$ cat src/sv/rbr_pkg.sv
// rbr_pkg: shared constants, types and pointer helpers of the ring buffer resampler
`default_nettype none
package rbr_pkg;

  // ring geometry
  localparam int RING_DEPTH = 4096;
  localparam int CHANNELS   = 2;
  localparam int PTR_WRAP   = 2 * RING_DEPTH;
  localparam int AW         = $clog2(RING_DEPTH);
  localparam int PW         = $clog2(PTR_WRAP);

  // field widths
  localparam int SAMPLE_W = 16;
  localparam int CH_W     = 3;
  localparam int STEP_W   = 20;
  localparam int FRAC_W   = 16;
  localparam int WHOLE_W  = STEP_W + 1 - FRAC_W;
  localparam int OFS_W    = CH_W + 1;

  localparam logic [STEP_W-1:0] STEP_RESET = STEP_W'(65536);

  typedef enum logic {
    OP_PUSH = 1'b0,
    OP_PULL = 1'b1
  } opcode_e;

  typedef enum logic [2:0] {
    ST_IDLE,
    ST_RD_S0,
    ST_RD_S1,
    ST_MUL,
    ST_OUT,
    ST_ADV
  } state_e;

  // pointer plus a small offset, modulo twice the ring depth
  function automatic logic [PW-1:0] ptr_add(input logic [PW-1:0] p, input logic [OFS_W-1:0] n);
    logic [PW:0] s;
    s = {1'b0, p} + (PW+1)'(n);
    if (s >= (PW+1)'(PTR_WRAP)) begin
      s = s - (PW+1)'(PTR_WRAP);
    end
    return s[PW-1:0];
  endfunction

  // memory address of a pointer
  function automatic logic [AW-1:0] store_index(input logic [PW-1:0] p);
    logic [PW-1:0] i;
    i = p;
    if (p >= PW'(RING_DEPTH)) begin
      i = p - PW'(RING_DEPTH);
    end
    return i[AW-1:0];
  endfunction

  // samples stored between read and write pointer
  function automatic logic [PW-1:0] fill_of(input logic [PW-1:0] w, input logic [PW-1:0] r);
    logic [PW:0] d;
    if (w >= r) begin
      d = {1'b0, w} - {1'b0, r};
    end else begin
      d = {1'b0, w} + (PW+1)'(PTR_WRAP) - {1'b0, r};
    end
    return d[PW-1:0];
  endfunction

endpackage
`default_nettype wire

$ cat src/sv/rbr_interp.sv
// rbr_interp: shared interpolation unit, s0 + floor((s1 - s0) * frac / 65536)
`default_nettype none
module rbr_interp (
  input  wire logic                                clk_i,
  input  wire logic                                load_i,
  input  wire logic signed [rbr_pkg::SAMPLE_W-1:0] s0_i,
  input  wire logic signed [rbr_pkg::SAMPLE_W-1:0] s1_i,
  input  wire logic [rbr_pkg::FRAC_W-1:0]          frac_i,
  output logic signed [rbr_pkg::SAMPLE_W-1:0]      val_o
);

  localparam int DW = rbr_pkg::SAMPLE_W + 1;
  localparam int MW = 2 * DW;

  logic signed [DW-1:0]               diff;
  logic signed [DW-1:0]               frac_x;
  logic signed [MW-1:0]               prod_d;
  logic signed [MW-1:0]               prod_q;
  logic signed [rbr_pkg::SAMPLE_W-1:0] s0_q;
  logic signed [MW-rbr_pkg::FRAC_W-1:0] shifted;
  logic signed [MW-rbr_pkg::FRAC_W-1:0] sum;

  // difference times fraction
  always_comb begin
    diff   = DW'(s1_i) - DW'(s0_i);
    frac_x = {1'b0, frac_i};
    prod_d = MW'(diff) * MW'(frac_x);
  end

  // product stage
  always_ff @(posedge clk_i) begin
    if (load_i) begin
      prod_q <= prod_d;
      s0_q   <= s0_i;
    end
  end

  // arithmetic shift gives the floor, the sum stays between s0 and s1
  always_comb begin
    shifted = prod_q[MW-1:rbr_pkg::FRAC_W];
    sum     = shifted + (MW-rbr_pkg::FRAC_W)'(s0_q);
    val_o   = sum[rbr_pkg::SAMPLE_W-1:0];
  end

endmodule
`default_nettype wire

$ cat config.mk
export PLATFORM = sky130hd
export DESIGN_NAME = rbr_interp
export DESIGN_NICKNAME = d
export VERILOG_FILES = /design/src/sv/rbr_pkg.sv /design/src/sv/rbr_interp.sv
export SDC_FILE = /design/constraint.sdc
export NUM_CORES = 1
export LEC_CHECK = 0
export ABC_AREA = 1
export BUFFER_PORTS_ARGS = -buffer_cell sky130_fd_sc_hd__buf_4
export CORE_MARGIN = 1.5
export CORE_UTILIZATION = 35
export CTS_CLUSTER_SIZE = 8
export DETAILED_ROUTE_END_ITERATION = 10
export SYNTH_ARGS = -nofsm -noshare
export SYNTH_HDL_FRONTEND = slang
export SYNTH_SLANG_ARGS = --single-unit
$ cat constraint.sdc
create_clock -name clk_i -period 8.3 [get_ports clk_i]
set_input_delay 1.245 -clock clk_i [delete_from_list [all_inputs] [get_ports clk_i]]
set_output_delay 1.245 -clock clk_i [all_outputs]
set_load 0.01 [all_outputs]
# Yosys cells after proc, flatten, opt, wreduce, memory -nomap -nowiden
# Index checks and enable logic that the tools add are counted.
dict set report op_classes {
  addsub 2
  mul 1
}
# cell count
set op_table {}
lappend op_table {{multiplier 17 x 17 -> 32 bit} 1}
lappend op_table {{subtractor 16 x 16 -> 17 bit} 1}
lappend op_table {{adder 16 bit} 1}
dict set report totals {
  reg_bits 48
  inputBits 50
}

# Depth between registers and ports, before layout
# Gate-level depths: netlist of run 1.
dict set report depth {
  word_depth 2
  depth_mapped 40
}

# Worst setup path after synthesis of run 1
# No wires, ideal clock.
dict set report synth_timing {
  kind {input-to-reg}
  startpoint {in s0_i[11] (netlist name)}
  endpoint {reg prod_q[31], data pin}
  setup_ns 0.252
  t_arrival_ns 7.132
  required_ns 8.048
  slack_ns 0.916
  stages 30
  n_path_buf 1
  path_cell_list {inv_1 -> ha_1 -> a21oi_1 -> nand2_1 -> a21oi_1 -> nand3_1 -> nand2_1 -> buf_4 -> inv_2 -> nor2_1 -> inv_1 -> fa_1 -> inv_1 -> fa_1 -> fa_1 -> fa_1 -> fa_1 -> inv_1 -> fa_1 -> inv_1 -> ha_1 -> nand2_1 -> nor2_1 -> inv_1 -> nor4_1 -> nand2_1 -> o21ai_0 -> inv_1 -> nand2_1 -> nand2_1}
}
dict set report synth_between {
  elab_chain_cells 2
}
# item line_no
set synth_rtl {}
lappend synth_rtl {{start, declared} rbr_interp.sv:6} ;# input wire logic signed [rbr_pkg::SAMPLE_W-1:0] s0_i,
lappend synth_rtl {{subtractor 16 x 16 -> 17 bit} rbr_interp.sv:25} ;# diff = DW'(s1_i) - DW'(s0_i);
lappend synth_rtl {{multiplier 17 x 17 -> 32 bit} rbr_interp.sv:27} ;# prod_d = MW'(diff) * MW'(frac_x);
lappend synth_rtl {{via prod_d[31]} rbr_interp.sv:17} ;# logic signed [MW-1:0] prod_d;
lappend synth_rtl {{end signal, assigned} rbr_interp.sv:33} ;# prod_q <= prod_d;
lappend synth_rtl {{end, declared} rbr_interp.sv:18} ;# logic signed [MW-1:0] prod_q;
# The timed path passes the listed nets, and every way through them passes these cells.
# A chain may end at the register's enable or synchronous reset.

# Final worst setup path of run 1
dict set report layout_timing {
  startpoint {in s0_i[8] (netlist name)}
  endpoint {reg prod_q[31], data pin}
}
# Same word-level chain as after synthesis.

==> reports/metrics.cfg, run 1 <==
[status]
status=complete, no violations

[critical_path]
cp_num_cells=30
path_buf_inv=7
end_kind=flop
cp-start-kind=primary input
cpPeakStageDelay_ns=0.53
cp.required_ns=8.34
cp_common_cell=fa_1
worstPathArrival_ns=8.03
endpoint=prod_q[31]$_DFFE_PP_
critPathKind=primary input to flop
critPathMaxFanout=9
cp_slowest_cell=fa_1
crit_family=adder cells
worstSetupStartpoint=s0_i[8]

[global_route]
grt_overflow=0
grtUsageTotal_pct=20.60
grt_pass1_vias=11502
antenna_found_initial=0
grt_pass1_wl_um=61570
grt_max_degree=33

[place]
portBuffers=65
gp_congestion=0.9602
dp_hpwl_um=33890

[floorplanning]
initial_core_util_pct=35.70
design.core.area_sq_um=36700
row_count=70
die_area_sq_um=38610
io_pins=66
die_w_um=196.5
die_h_um=196.5

[clock_tree]
cts_max_path_buffers=2
numCtsBuffers=5
cts_max_level=2
clock_sinks=32
cts_root_buf=clkbuf_16
tritoncts=built
clk_pin_slew_ns=0.06

[layout]
nets=2161
syn_to_final_growth_pct=11.50
layout-drive-gt1-share_pct=9.677
nFillCells=3789
antennaDiodeCount=0
finish.utilization_pct=39.81

[synthesis]
synth-main-ff-cell=edfxtp_1
synth_top_area_cell=fa_1
ys_types=53
yosys_warnings=0
synthArstFlopShare_pct=0
seq_area_frac_synth_pct=7.334
yosysMostFrequentCell=inv_1
synthTopCellsByArea=fa_1 (40%), inv_1 (13%), ha_1 (11%)
synth-seq-cells=32
netlist_area_sq_um=13100
ys_top_cells_by_count=inv_1 (447), nand2_1 (275), fa_1 (260), nor2_1 (169), ha_1 (116)
yosys.area.top_type_share_pct=39.72
avgSynthCellArea_sq_um=7.999
synth_nets=2064
synth_edf_count=32
synth_cells=1638

[sta]
fin_crit_ns=7.996
slew_viol_final=0
max_clock_freq_mhz=125.1
finalHoldViolCount=0
worst_slew_pin_slew_ns=0.7209
setup_violations=0
slew-limit-headroom_pct=51.88
period_share_pct=96.34
grt_setup_unrepaired=false

[detailed_routing]
num_vias=10857
drc_errors=0
drtPass1Iterations=5
wl_per_cell_um=17.51
ant_nets=0
drt_wl_total_um=38600
via_per_inst=4.926
dr.first_iter.drc_count=649

[job]
max-cap-violations=0

[worst_hold_path]
holdCritPathClass=primary input to flop

-- placed cells by master (no fill, tap or decap), drive strengths merged --
master and n:
a31o 2, nand3b 3, fa 260, buf 118, o221ai 1, nand4 7, inv 452, ha 116
o21a 1, xor2 41, and2 1, or2 6, a21boi 2, a31oi 11, o21bai 8, o31ai 2
edfxtp 32, nor4 4, clkbuf 5, nor3b 1, o21ai 27, a21oi 51, nor3 9, bufinv 1
nand3 77, o22ai 4, clkinv 10, xnor2 9, nand2 283, and3 1, o31a 2, nor2 178
a211oi 2, a21o 9
-- layout make-up --
| type | instances | area (sq um) | share of cell area, % |
|---|---|---|---|
| Clock buffer | 5 | 125.1 | 0.8565 |
| Clock inverter | 3 | 37.54 | 0.2569 |
| Inverter | 460 | 1732 | 11.85 |
| Multi-Input combinational cell | 1118 | 10270 | 70.30 |
| Sequential cell | 32 | 960.9 | 6.578 |
| Tap cell | 468 | 585.6 | 4.008 |
| Timing Repair Buffer | 118 | 898.4 | 6.149 |
-- stage by stage --
step                instances  area, sq um  hold WS [ns]  TNS, ns  worst slack, ns
floorplan                1638        13100         1.344        0           0.9155
global placement         2193        14380         1.435  -0.4061          -0.2514
detailed placement       2193        14380         1.436  -0.8847          -0.3008
CTS                      2201        14540         1.152        0           0.1534
global route             2204        14610         1.155        0          0.05983
finish                   2204        14610         1.155        0           0.3042
-- registers in the layout, summed over array words and instances (netlist names) --
| register | cells |
|---|---|
| s0_q | 16 |
| prod_q | 16 |
-- how the worst min path moves through the flow --
stage / end / from / slack, ns / cells after the start
floorplan: s0_q[0]$_DFFE_PP_ / s0_i[0] / 1.34 / 0
global placement: s0_q[11]$_DFFE_PP_ / s0_i[11] / 1.43 / 1
detailed placement: s0_q[11]$_DFFE_PP_ / s0_i[11] / 1.44 / 1
CTS: s0_q[11]$_DFFE_PP_ / s0_i[11] / 1.15 / 1
global route: s0_q[11]$_DFFE_PP_ / s0_i[11] / 1.15 / 1
finish: s0_q[11]$_DFFE_PP_ / s0_i[11] / 1.16 / 1
-- routing by layer --
layer / part of all wire, % / wire [um] / global-route usage (%) / vias to the layer above
met4: 2.1 / 814 / 4.131 / 0
met2: 48 / 18660 / 35.57 / 343
met5: 0 / 0 / 0 / -
met1: 43 / 16420 / 27.48 / 5406
li1: - / - / - / 5045
met3: 7.0 / 2701 / 3.046 / 63
-- cells by family after synthesis --
logic type / synth area share (%)
DFF: 7.334
xor gates and xnor gates: 3.600
buffers and inverters: 14.52
adders and majority gates: 50.80
AOI/OAI and AO/OA: 5.586
and+or+nand+nor: 18.15
-- repair_timing --
action / CTS / global route
setup endpoints to repair: 1 / 8
hold buffers: 0 / 0
pin swaps: 0 / 1
setup buffers: 0 / 3
resized for setup: 1 / 9
Power of run 1 is left out: the tool's default activity adds up to more than one toggle a clock period on the data nets, which glitch-free logic cannot reach.
==> run 2: changes to the inputs <==
Clock period 8.3 ns to 9.2 ns, I/O delays scaled along.
==> reports/metrics.cfg, run 2 (synthesized netlist as in run 1, its figures left out) <==
[status]
status=complete, no violations

[floorplanning]
die_area_sq_um=38610
die_h_um=196.5
io_pins=66
row_count=70
die_w_um=196.5
initial_core_util_pct=35.70
design.core.area_sq_um=36700

[clock_tree]
tritoncts=built
clock_sinks=32
cts_max_level=2
numCtsBuffers=5
cts_root_buf=clkbuf_16
cts_resized=0
post_cts_buffers=0
clk_pin_slew_ns=0.06
cts_max_path_buffers=2
ctsHoldBuffers=0

[sta]
fin_ws_ns=0.6656
worst_slew_pin_slew_ns=0.7471
grt_setup_unrepaired=false
period_share_pct=92.77
setup_violations=0
finalHoldViolCount=0
fin_crit_ns=8.534
slew-limit-headroom_pct=50.14
max_clock_freq_mhz=117.2
fin_tns_setup_ns=0
slew_viol_final=0

[layout]
syn_to_final_growth_pct=9.053
antennaDiodeCount=0
nFillCells=3800
layout-drive-gt1-share_pct=7.466
final_area_sq_um=14290
reg_top3=prod_q (16), s0_q (16)
fin_cells=2169
nets=2126
final_common_cell=inv_1
final_cell_mix=inv_1 (447), nand2_1 (275), fa_1 (260)

[critical_path]
cpPeakStageDelay_ns=0.54
worstSetupStartpoint=s0_i[0]
worstPathArrival_ns=8.57
critPathKind=primary input to flop
end_kind=flop
cp-start-kind=primary input
path_buf_inv=9
cp_common_cell=nand2_1
crit_family=adder cells
cp_slowest_cell=fa_1
critPathMaxFanout=12
cp.required_ns=9.23

[global_route]
busiest_layer=met2
grtUsageMet3_pct=1.745
grtUsageTotal_pct=20.02
grt_max_degree=33
use_met1_pct=27.28
grt_pass1_vias=11225
grt_overflow=0
antenna_found_initial=0
met2_usage_pct=35.28
grt_pass1_wl_um=60110

[place]
place_ws_ns=0.4326
portBuffers=65
dpl-instance-area_sq_um=14140
dp_hpwl_um=32850
place_inst=2161
gp_congestion=0.9300

[detailed_routing]
num_vias=10781
via_per_inst=4.970
drc_errors=0
drtPass1Iterations=5
wl_per_cell_um=17.42
drt_wl_total_um=37780
dr.first_iter.drc_count=681
ant_nets=0

[worst_hold_path]
hp-start=s0_i[5]
holdCritPathClass=primary input to flop

[job]
max-cap-violations=0

[run 2: cell types whose count changed in the layout (fill, tap and decap cells not counted), moves of 2 or more]
cell / before / now
buf_4: 117 / 83
nand2_2: 9 / 6
nand2_1: 272 / 275
or2_4: 2 / 0
clkinv_1: 10 / 8
clkinvlp_4: 0 / 2
[run 2: cell type report]
cell class                 count  area [sq um]  area share [%]
multi-input combinational   1118         10240           71.66
inverter                     460          1732           12.12
sequential                    32         960.9           6.725
timing repair buffer          83         623.1           4.361
tap                          468         585.6           4.098
clock buffer                   5         125.1          0.8757
clock inverter                 3         23.77          0.1664
[run 2: through the flow]
step / hold slack, ns / utilization (%)
after floorplan: 1.479 / -
after global placement: 1.570 / 38.53
after detailed placement: 1.569 / 38.53
after CTS: 1.287 / 38.94
after global routing: 1.285 / 38.94
final: 1.291 / 38.94
[run 2: routing by layer]
metal  share of wire, %  wire length [um]  vias to the layer above
met4                1.5               573                        0
met3                6.4              2430                       41
li1                   -                 -                     4986
met2                 49             18430                      369
met5                  0                 0                        -
met1                 43             16340                     5385
[run 2: final timing paths]
check                 cells after the start                    to
worst min-delay path                      1     s0_q[5]$_DFFE_PP_
worst max-delay path                     37  prod_q[31]$_DFFE_PP_
Power of run 2 is left out for the same reason.
==> run 3: changes to the inputs <==
Settings changed: ABC_AREA 1 to default.
==> reports/metrics.cfg, run 3 <==
[status]
status=complete, no violations

[synthesis]
synth-seq-cells=32
synthTopCellsByArea=fa_1 (40%), ha_1 (11%), inv_1 (11%)
netlist_area_sq_um=12960
synth_cells=1469
synth_nets=1895
synth_top_area_cell=fa_1
synth-main-ff-cell=edfxtp_1
yosysMostFrequentCell=inv_1
synth_edf_count=32
ys_types=57
yosys.area.top_type_share_pct=40.17
avgSynthCellArea_sq_um=8.821
synthArstFlopShare_pct=0
ys_top_cells_by_count=inv_1 (367), fa_1 (260), nand2_1 (174), ha_1 (116), and2_1 (94)
yosys_warnings=0
seq_area_frac_synth_pct=7.416

[clock_tree]
cts_max_level=2
clk_pin_slew_ns=0.06
cts_max_path_buffers=2
numCtsBuffers=5
tritoncts=built
ctsHoldBuffers=0
cts_root_buf=clkbuf_16
clock_sinks=32

[detailed_routing]
drt_wl_total_um=32710
dr.first_iter.drc_count=659
drc_errors=0
num_vias=9886
wl_per_cell_um=16.30
ant_nets=0
drtPass1Iterations=7
via_per_inst=4.926

[critical_path]
critPathMaxFanout=7
end_kind=flop
path_buf_inv=9
cpPeakStageDelay_ns=0.54
cp_slowest_cell=fa_1
cp-start-kind=primary input
cp_common_cell=fa_1
crit_family=adder cells
worstPathArrival_ns=8.95
critPathKind=primary input to flop
cp.required_ns=9.23

[place]
gp_congestion=0.8451
dp_hpwl_um=26950
portBuffers=65

[global_route]
grt_overflow=0
antenna_found_initial=0
grtUsageTotal_pct=17.67
grt_max_degree=33
grt_pass1_wl_um=53410
grt_pass1_vias=10420

[worst_hold_path]
holdPathStages=1
hp-start=s0_i[14]
holdCritPathClass=primary input to flop
holdPathEnd=s0_q[14]$_DFFE_PP_

[sta]
slew-limit-headroom_pct=52.66
setup_violations=0
slew_viol_final=0
worst_slew_pin_slew_ns=0.7101
period_share_pct=97.02
max_clock_freq_mhz=112.0
fin_tns_setup_ns=0
fin_hold_ws_ns=1.286
finalHoldViolCount=0
fin_crit_ns=8.926

[floorplanning]
row_count=70
die_area_sq_um=38190
io_pins=66
die_h_um=195.4
initial_core_util_pct=35.48
die_w_um=195.4
design.core.area_sq_um=36520

[layout]
regArea_sq_um=960.9
nets=1965
multi_input_area_sq_um=10450
layout-drive-gt1-share_pct=9.812
final_common_cell=inv_1
nFillCells=3626
final_cell_mix=inv_1 (367), fa_1 (259), nand2_1 (174)
reg_top3=prod_q (16), s0_q (16)
antennaDiodeCount=0
syn_to_final_growth_pct=11.45

[job]
max-cap-violations=0

[run 3: cell count changes in the layout (fill, tap and decap cells not counted), moves of 11 or more]
| cell | delta |
|---|---|
| a21oi_1 | -12 |
| o311a_1 | +11 |
| nor2_1 | -138 |
| buf_4 | +34 |
| xor2_1 | -20 |
| nand2b_1 | +13 |
| nand2_1 | -101 |
| xnor2_1 | +34 |
| and2_1 | +93 |
| nand3_1 | -54 |
| inv_1 | -80 |
| o211ai_1 | +16 |
| nor2b_1 | +39 |
[run 3: how the worst max path moves through the flow]
stage,startpoint,end,slack (ns),cells past startpoint
after floorplan,s0_i[5],prod_q[30]$_DFFE_PP_,0.59,31
after global placement,s0_i[0],prod_q[30]$_DFFE_PP_,-0.06,31
after detailed placement,s0_i[0],prod_q[30]$_DFFE_PP_,-0.19,31
after CTS,s0_i[0],prod_q[30]$_DFFE_PP_,0.06,31
after global routing,s0_i[0],prod_q[30]$_DFFE_PP_,-0.04,30
final,s0_i[0],prod_q[30]$_DFFE_PP_,0.27,33
[run 3: final cells by class]
class | count | share of cell area, %
repair buffers | 120 | 6.437
well taps | 468 | 4.055
inverters | 367 | 9.539
clock buffers | 5 | 0.8664
multi-input cells | 1013 | 72.36
flip-flops and latches | 32 | 6.654
clock inverters | 2 | 0.08664
[run 3: routing by layer]
metal / wire, um / GRT usage (%)
met5: 0 / 0
met4: 801 / 4.651
met3: 1151 / 1.554
met2: 16610 / 31.47
met1: 14150 / 22.98
[run 3: cells by family after synthesis]
logic type                 after synthesis  share of synthesized area [%]
AOI/OAI and AO/OA                      162                          8.749
xor gates and xnor gates                64                          4.432
adders and majority gates              376                          51.37
buffers and inverters                  424                          12.44
DFF                                     32                          7.416
and+or+nand+nor                        411                          15.59
[run 3: repair_timing]
| action | CTS | global route |
|---|---|---|
| setup endpoints to repair | 0 | 10 |
| gates resized for setup | 0 | 17 |
| buffers inserted | 0 | 5 |
[run 3: through the flow]
step | cell area (sq um) | util [%] | std cells | worst slack [ns]
floorplan | 12960 | - | 1469 | 0.5910
global placement | 14200 | 38.87 | 1995 | -0.05952
detailed placement | 14200 | 38.87 | 1995 | -0.1944
CTS | 14340 | 39.25 | 2002 | 0.05643
global route | 14440 | 39.54 | 2007 | -0.03688
finish | 14440 | 39.54 | 2007 | 0.2744
Power of run 3 is left out for the same reason.
